==> config.mk <==
export PLATFORM = sky130hd
export DESIGN_NAME = stable_min_priority_queue_top
export DESIGN_NICKNAME = d
export VERILOG_FILES = /design/src/design/smpq_pkg.sv /design/src/design/stable_min_priority_queue_top.sv /design/src/design/smpq_cell.sv
export SDC_FILE = /design/constraint.sdc
export NUM_CORES = 2
export LEC_CHECK = 0
export BUFFER_PORTS_ARGS = -buffer_cell sky130_fd_sc_hd__buf_2
export CAP_MARGIN = 10
export CELL_PAD_IN_SITES_DETAIL_PLACEMENT = 0
export CELL_PAD_IN_SITES_GLOBAL_PLACEMENT = 1
export CORE_AREA = 2 2 316 318
export CTS_CLUSTER_SIZE = 14
export DETAILED_ROUTE_END_ITERATION = 10
export DIE_AREA = 0 0 318 320
export PLACE_DENSITY_LB_ADDON = 0.1
export SETUP_SLACK_MARGIN = 0.1
export SLEW_MARGIN = 20
export SYNTH_ARGS = -nofsm -noshare
export SYNTH_HDL_FRONTEND = slang
export SYNTH_SLANG_ARGS = --single-unit
==> constraint.sdc <==
create_clock -name clock -period 15 [get_ports clock]
set_input_delay 3 -clock clock [delete_from_list [all_inputs] [get_ports clock]]
set_output_delay 3 -clock clock [all_outputs]
set_load 0.005 [all_outputs]
==> src/design/smpq_pkg.sv <==
package smpq_pkg;

   // Default sizes of the queue.
   localparam int CAPACITY_DEFAULT  = 16;
   localparam int TAG_WIDTH_DEFAULT = 16;

   // Fixed field widths.
   localparam int KEY_WIDTH       = 32;
   localparam int TAG_FIELD_WIDTH = 16;
   localparam int OCC_WIDTH       = 5;
   localparam int STATUS_WIDTH    = 2;

   // Operation carried by an input item.
   typedef enum logic {
      KIND_INSERT = 1'b0,
      KIND_POP    = 1'b1
   } kind_type;

   // Result status codes.
   typedef enum logic [STATUS_WIDTH-1:0] {
      STATUS_OK    = 2'd0,
      STATUS_EMPTY = 2'd1,
      STATUS_FULL  = 2'd2
   } status_type;

   // Command broadcast from the controller to every cell of the row.
   typedef struct packed {
      logic                        ins;
      logic                        pop;
      logic signed [KEY_WIDTH-1:0] key;
   } cmd_type;

endpackage

==> src/design/stable_min_priority_queue_top.sv <==
// The result of an item is registered and presented in the cycle after it is accepted.
// Throughput: one item per cycle while results are taken (rsp_tready); the row
// of cells updates at once, each cell making one key compare against the broadcast key.
// Reset (synchronous, active high) empties the queue and the result register;
// the stored keys and tags are not cleared.
module stable_min_priority_queue_top #(
   parameter int CAPACITY  = smpq_pkg::CAPACITY_DEFAULT,
   parameter int TAG_WIDTH = smpq_pkg::TAG_WIDTH_DEFAULT
) (
   input  logic        clock,
   input  logic        reset,
   input  logic        req_tvalid,
   output logic        req_tready,
   input  logic [47:0] req_tdata,  // key [31:0], tag [47:32]
   input  logic [0:0]  req_tuser,  // kind [0]
   output logic        rsp_tvalid,
   input  logic        rsp_tready,
   output logic [55:0] rsp_tdata,  // out_key [31:0], out_tag [47:32], occupancy [52:48]
   output logic [2:0]  rsp_tuser   // found [0], status [2:1]
);

   localparam int CNT_W = $clog2(CAPACITY+1);
   localparam int KW    = smpq_pkg::KEY_WIDTH;

   logic                    accept;
   logic                    full, empty;
   smpq_pkg::cmd_type       cmd;
   logic [TAG_WIDTH-1:0]    new_tag;
   logic [CNT_W-1:0]        count_ff, count_in;
   smpq_pkg::status_type    status;

   logic signed [KW-1:0]    cell_key [CAPACITY];
   logic [TAG_WIDTH-1:0]    cell_tag [CAPACITY];
   logic                    cell_after [CAPACITY];

   logic                    rsp_valid_ff, rsp_valid_in;
   logic                    found_ff, found_in;
   logic signed [KW-1:0]    okey_ff, okey_in;
   logic [15:0]             otag_ff, otag_in;
   logic [1:0]              status_ff, status_in;
   logic [4:0]              occ_ff, occ_in;

   // An item is taken whenever the result register is free or being emptied.
   assign req_tready = !rsp_valid_ff || rsp_tready;
   assign accept     = req_tvalid && req_tready;

   assign full  = count_ff == CNT_W'(CAPACITY);
   assign empty = count_ff == '0;

   // Command decode for the cell row.
   always_comb begin
      cmd.key = req_tdata[31:0];
      cmd.ins = 1'b0;
      cmd.pop = 1'b0;
      status  = smpq_pkg::STATUS_OK;
      unique case (smpq_pkg::kind_type'(req_tuser[0]))
         smpq_pkg::KIND_INSERT: begin
            cmd.ins = accept && !full;
            if (full) status = smpq_pkg::STATUS_FULL;
         end
         smpq_pkg::KIND_POP: begin
            cmd.pop = accept && !empty;
            if (empty) status = smpq_pkg::STATUS_EMPTY;
         end
         default: ;
      endcase
   end

   assign new_tag = TAG_WIDTH'(req_tdata[47:32]);

   // Entry count.
   always_comb begin
      count_in = count_ff;
      if (cmd.ins) count_in = count_ff + CNT_W'(1);
      else if (cmd.pop) count_in = count_ff - CNT_W'(1);
   end

   always_ff @(posedge clock) begin
      if (reset) count_ff <= '0;
      else       count_ff <= count_in;
   end

   // Row of sorted cells, smallest key in cell zero.
   for (genvar i = 0; i < CAPACITY; i++) begin : g_cell
      logic signed [KW-1:0]  p_key, n_key;
      logic [TAG_WIDTH-1:0]  p_tag, n_tag;
      logic                  p_after;

      if (i == 0) begin : g_first
         assign p_key   = cmd.key;
         assign p_tag   = new_tag;
         assign p_after = 1'b0;
      end else begin : g_mid
         assign p_key   = cell_key[i-1];
         assign p_tag   = cell_tag[i-1];
         assign p_after = cell_after[i-1];
      end

      if (i == CAPACITY-1) begin : g_last
         assign n_key = cell_key[i];
         assign n_tag = cell_tag[i];
      end else begin : g_inner
         assign n_key = cell_key[i+1];
         assign n_tag = cell_tag[i+1];
      end

      smpq_cell #(
         .CAPACITY  (CAPACITY),
         .TAG_WIDTH (TAG_WIDTH),
         .INDEX     (i)
      ) u_cell (
         .clock      (clock),
         .cmd        (cmd),
         .count      (count_ff),
         .new_tag    (new_tag),
         .prev_key   (p_key),
         .prev_tag   (p_tag),
         .prev_after (p_after),
         .next_key   (n_key),
         .next_tag   (n_tag),
         .key_out    (cell_key[i]),
         .tag_out    (cell_tag[i]),
         .after_out  (cell_after[i])
      );
   end

   // Result register, loaded with every accepted item.
   always_comb begin
      rsp_valid_in = rsp_valid_ff;
      found_in     = found_ff;
      okey_in      = okey_ff;
      otag_in      = otag_ff;
      status_in    = status_ff;
      occ_in       = occ_ff;
      if (rsp_valid_ff && rsp_tready) rsp_valid_in = 1'b0;
      if (accept) begin
         rsp_valid_in = 1'b1;
         found_in     = cmd.pop;
         okey_in      = cmd.pop ? cell_key[0] : '0;
         otag_in      = cmd.pop ? 16'(cell_tag[0]) : '0;
         status_in    = status;
         occ_in       = 5'(count_in);
      end
   end

   always_ff @(posedge clock) begin
      if (reset) rsp_valid_ff <= 1'b0;
      else       rsp_valid_ff <= rsp_valid_in;
   end

   always_ff @(posedge clock) begin
      found_ff  <= found_in;
      okey_ff   <= okey_in;
      otag_ff   <= otag_in;
      status_ff <= status_in;
      occ_ff    <= occ_in;
   end

   assign rsp_tvalid = rsp_valid_ff;
   assign rsp_tdata  = {3'b000, occ_ff, otag_ff, okey_ff};
   assign rsp_tuser  = {status_ff, found_ff};

endmodule

==> src/design/smpq_cell.sv <==
module smpq_cell #(
   parameter int CAPACITY  = smpq_pkg::CAPACITY_DEFAULT,
   parameter int TAG_WIDTH = smpq_pkg::TAG_WIDTH_DEFAULT,
   parameter int INDEX     = 0
) (
   input  logic                                  clock,
   input  smpq_pkg::cmd_type                     cmd,
   input  logic [$clog2(CAPACITY+1)-1:0]         count,
   input  logic [TAG_WIDTH-1:0]                  new_tag,
   input  logic signed [smpq_pkg::KEY_WIDTH-1:0] prev_key,
   input  logic [TAG_WIDTH-1:0]                  prev_tag,
   input  logic                                  prev_after,
   input  logic signed [smpq_pkg::KEY_WIDTH-1:0] next_key,
   input  logic [TAG_WIDTH-1:0]                  next_tag,
   output logic signed [smpq_pkg::KEY_WIDTH-1:0] key_out,
   output logic [TAG_WIDTH-1:0]                  tag_out,
   output logic                                  after_out
);

   localparam int CNT_W = $clog2(CAPACITY+1);

   logic signed [smpq_pkg::KEY_WIDTH-1:0] key_ff, key_in;
   logic [TAG_WIDTH-1:0]                  tag_ff, tag_in;
   logic                                  occupied;

   // The cell holds an entry when its position lies below the count.
   assign occupied = count > CNT_W'(INDEX);

   // The new entry belongs at or before this position when this cell is empty
   // or holds a strictly larger key; equal keys keep the older entry in front.
   assign after_out = !occupied || (cmd.key < key_ff);

   // Insert moves the tail up by one; pop moves the whole row down by one.
   always_comb begin
      key_in = key_ff;
      tag_in = tag_ff;
      if (cmd.ins && after_out) begin
         if (prev_after) begin
            key_in = prev_key;
            tag_in = prev_tag;
         end else begin
            key_in = cmd.key;
            tag_in = new_tag;
         end
      end else if (cmd.pop) begin
         key_in = next_key;
         tag_in = next_tag;
      end
   end

   always_ff @(posedge clock) begin
      key_ff <= key_in;
      tag_ff <= tag_in;
   end

   assign key_out = key_ff;
   assign tag_out = tag_ff;

endmodule
==> reports/qor.log <==
[clock_tree] number of post-CTS setup repair buffers 0
[power] total power per unit cell area 128 nW/um^2
[floorplan] initial cell density of the core 54.7%
[setup_path] worst endpoint required time 15.31 ns
[power] fraction of power spent switching nets 32.2%
[yosys] biggest area consumer among synthesized cells sky130_fd_sc_hd__edfxtp_1
[placement] worst slack after detailed placement 6.38 ns
[setup_path] largest fanout of any net on the critical path 73
[yosys] cell area after technology mapping 53600 um^2
[yosys] proportion of register bits with asynchronous set or reset after synthesis 0%
[floorplan] Die Span X 318 um
[yosys] leading register cell type out of synthesis sky130_fd_sc_hd__edfxtp_1
[layout] final-stage net count 6011
[floorplan] Top Ports 114
[yosys] number of enable flip-flop cells after synthesis 824
[yosys] Netlist cell types 67
[routing] first-pass iteration count of the detailed router 6
[yosys] average size of a mapped cell 9.80 um^2
[grt] number of antenna violations at the first check in global routing 5
[floorplan] Die Y 320 um
[run] count of max-cap constraint violations 0
[placement] PortBufs 110
[routing] routed vias 41700
[layout] final standard cell area without fillers 58800 um^2
[routing] number of DRC markers in iteration 0 4385
[yosys] dominant cells by area after synthesis sky130_fd_sc_hd__edfxtp_1, sky130_fd_sc_hd__ha_1, sky130_fd_sc_hd__mux2i_1, sky130_fd_sc_hd__nand2_1, sky130_fd_sc_hd__a21oi_1
[clock_tree] cells resized by post-CTS repair 0
[power] sequential power share 42.2%
[sta] Final WS setup 6.96 ns
[clock_tree] total of hold buffers inserted after clock tree synthesis 0
[layout] share of cells above drive strength 1 8.83%
[floorplan] DIE AREA 102000 um^2
[clock_tree] buffer levels on the longest clock path 3
[layout] Antenna Cells 0
[power] switching power 2420 uW
[yosys] Cells after Synth 5469
[sta] Worst-Margin Slew 1.22 ns
[yosys] Synthesis Warnings 0
[sta] Clock Skew 0.0319 ns
[grt] maximum number of pins on one net before global-route repair 97
[setup_path] data arrival at the endpoint of the critical path 8.35 ns
[floorplan] area inside the core boundary 98000 um^2
[grt] first-pass GRT wire length 251000 um
[sta] tightest slew margin relative to the limit 18.9%
[layout] fin util 60.0%
[sta] Min Clock Period, post-route 8.04 ns
[grt] GR Util All Layers 32.5%
[layout] signed area change from the synthesized netlist to the final layout 9.62%
[power] internal cell power 5090 uW
[sta] summed negative setup slack over all endpoints 0 ns
[sta] Slew Viols, Final 0
[grt] number of global-route vias before repair 40700
[yosys] fraction of the yosys area taken by sequential cells 46.4%
[power] maximum ir drop on the vdd rail 0.0952 mV
[sta] Hold Violations, Final 0
[placement] placer congestion estimate 0.920
[placement] half-perimeter wire length of the detailed placement result 111000 um
[layout] Layout fillers 8541
[placement] cell area after placement 55400 um^2
[sta] final setup violation count 0
[clock_tree] H-tree depth 3
[floorplan] placement row count 115
[yosys] #FFs+latches synth 830
[routing] via count normalized by instance count 6.11
[run_status] outcome finished, final reports clean
[setup_path] startpoint type of the worst setup path primary input
[grt] total congestion overflow after global routing 0
[routing] post-route antenna net violation count 0
[clock_tree] clock buffers created by TritonCTS 96
[power] share of power burned in combinational logic 23.6%
[routing] drt drc 0
[sta] RSZ-0062 raised after global routing no
[clock_tree] post-CTS clock slew at the launch and capture registers of the worst setup and hold paths 0.06 ns
[power] Leak 0.0272 uW
[routing] final wirelength 168000 um
[clock_tree] number of clock sinks seen by CTS 830
[worst_hold_path] class of the tightest hold or removal check register to register
[sta] achievable clock frequency 0.124 GHz
[setup_path] Critical Path End Type register
[routing] routed length per instance 24.6 um
[yosys] area fraction of the dominant cell type after synthesis 46.2%
[clock_tree] CTS Root Cell sky130_fd_sc_hd__clkbuf_16
[setup_path] classification of the worst setup path primary input to register
[sta] Tcrit/Tclk final 53.6%
[clock_tree] clock tree from TritonCTS built
[clock_tree] clock latency of the later-clocked register in the worst-skew pair 0.70 ns
[power] Clk pwr share 34.2%
final cells by class:
type / count / area (um^2) / share of cell area [%]
clock buffer: 109 / 2490 / 4.24
multi-input combinational: 3810 / 25700 / 43.7
sequential: 830 / 24900 / 42.3
clock inverter: 69 / 895 / 1.52
tap: 1287 / 1610 / 2.74
inverter: 507 / 1900 / 3.24
timing repair buffer: 212 / 1340 / 2.28
sequential cells by signal, summed over array words and instances (netlist names):
name,flops
found_ff,1
rsp_tvalid,1
okey_ff,32
occ_ff,5
otag_ff,16
g_cell.u_cell.tag_out,256
count_ff,5
status_ff,2
g_cell.u_cell.key_out,512
cells in the mapped netlist (5+ instances only):
library cell,count
sky130_fd_sc_hd__o211ai_1,22
sky130_fd_sc_hd__o21ai_1,9
sky130_fd_sc_hd__nand3_1,84
sky130_fd_sc_hd__and2_1,20
sky130_fd_sc_hd__nor2b_1,34
sky130_fd_sc_hd__a31oi_1,149
sky130_fd_sc_hd__nor4_1,8
sky130_fd_sc_hd__a21o_1,36
sky130_fd_sc_hd__nand2b_1,20
sky130_fd_sc_hd__buf_4,28
sky130_fd_sc_hd__inv_1,507
sky130_fd_sc_hd__a2111oi_0,17
sky130_fd_sc_hd__a221oi_1,6
sky130_fd_sc_hd__a21oi_1,473
sky130_fd_sc_hd__edfxtp_1,824
sky130_fd_sc_hd__buf_2,110
sky130_fd_sc_hd__a211oi_2,8
sky130_fd_sc_hd__dfxtp_1,6
sky130_fd_sc_hd__nand4_1,64
sky130_fd_sc_hd__mux2_2,65
sky130_fd_sc_hd__clkbuf_1,169
sky130_fd_sc_hd__o21ai_0,465
sky130_fd_sc_hd__a211oi_1,38
sky130_fd_sc_hd__nor3_1,20
sky130_fd_sc_hd__mux2i_1,498
sky130_fd_sc_hd__buf_6,5
sky130_fd_sc_hd__o21a_1,8
sky130_fd_sc_hd__buf_1,8
sky130_fd_sc_hd__o211a_1,9
sky130_fd_sc_hd__ha_1,501
sky130_fd_sc_hd__nand2_1,650
sky130_fd_sc_hd__or3_1,5
sky130_fd_sc_hd__nor2_1,538
cell families after synthesis:
group,count (synthesis),share of synthesized area [%]
buffers and inverters,831,6.43
xor gates and xnor gates,5,0.0817
DFF,830,46.4
other,1,0.00700
adders and majority gates,501,11.7
and+or+nand+nor,1468,11.4
muxes,563,10.7
AOI/OAI and AO/OA,1270,13.3
metrics by stage:
stage / power [uW] / hold slack, ns / cells
after detailed placement: 4950 / 0.531 / 6645
after floorplan: 4280 / 0.517 / 5471
after CTS: 7520 / 0.540 / 6823
after global routing: 7830 / 0.561 / 6824
final: 7510 / 0.532 / 6824
after global placement: 4910 / 0.516 / 6644
critical path: stages:
cell,delay (ns)
sky130_fd_sc_hd__buf_2,0.11
sky130_fd_sc_hd__buf_4,0.25
sky130_fd_sc_hd__ha_1,0.46
sky130_fd_sc_hd__nand4_1,0.17
sky130_fd_sc_hd__or4_1,0.65
sky130_fd_sc_hd__nor4_2,0.36
sky130_fd_sc_hd__a2111oi_2,0.18
sky130_fd_sc_hd__a211oi_4,0.86
sky130_fd_sc_hd__buf_4,0.73
sky130_fd_sc_hd__nand2b_2,0.78
sky130_fd_sc_hd__buf_4,0.56
metal layers:
| metal | up-vias | global-route usage [%] | wire, um |
|---|---|---|---|
| met4 | 0 | 11.0 | 5170 |
| met1 | 20300 | 43.6 | 71900 |
| met2 | 1567 | 54.7 | 79000 |
| met5 | - | 0 | 0 |
| met3 | 267 | 4.12 | 11600 |
| li1 | 19500 | - | - |
final timing paths:
kind | start | endpoint | slack [ns] | depth (start not counted)
min | rsp_tvalid | rsp_tvalid | 0.53 | 2
max reg2reg | g_cell[10].u_cell.key_out[2] | g_cell[10].u_cell.key_out[18] | 9.29 | 11
min reg2reg | rsp_tvalid | rsp_tvalid | 0.53 | 2
max | req_tdata[31] | g_cell[10].u_cell.key_out[18] | 6.96 | 11
cells in the final DEF (no fill, tap or decap), types with 10 or more instances in the layout:
master,synthesis,layout
sky130_fd_sc_hd__inv_1,507,506
sky130_fd_sc_hd__and2_1,20,19
sky130_fd_sc_hd__clkinv_1,0,17
sky130_fd_sc_hd__o211ai_1,22,22
sky130_fd_sc_hd__nand2b_1,20,16
sky130_fd_sc_hd__nor3_1,20,18
sky130_fd_sc_hd__a211oi_4,1,10
sky130_fd_sc_hd__a2111oi_0,17,16
sky130_fd_sc_hd__nand3_1,84,83
sky130_fd_sc_hd__nand2_1,650,639
sky130_fd_sc_hd__nor2_1,538,538
sky130_fd_sc_hd__mux2i_1,498,498
sky130_fd_sc_hd__o21ai_0,465,461
sky130_fd_sc_hd__bufinv_16,0,20
sky130_fd_sc_hd__a211oi_1,38,37
sky130_fd_sc_hd__nor2b_1,34,34
sky130_fd_sc_hd__a21oi_1,473,468
sky130_fd_sc_hd__clkbuf_16,0,98
sky130_fd_sc_hd__ha_1,501,501
sky130_fd_sc_hd__clkbuf_1,169,11
sky130_fd_sc_hd__a21o_1,36,34
sky130_fd_sc_hd__nand4_1,64,64
sky130_fd_sc_hd__buf_4,28,100
sky130_fd_sc_hd__clkinv_2,0,22
sky130_fd_sc_hd__mux2_2,65,65
sky130_fd_sc_hd__buf_2,110,110
sky130_fd_sc_hd__edfxtp_1,824,824
sky130_fd_sc_hd__a31oi_1,149,149
power by group through the flow:
stage          logic [uW]  clock network (uW)  registers (uW)
4_1_cts              1750                2600            3160
5_1_grt              1950                2690            3200
2_1_floorplan        1150                   0            3130
3_5_place_dp         1740                   0            3210
6_report             1770                2570            3170
3_3_place_gp         1710                   0            3200
Note: power is estimated with default switching activity, not from simulation.
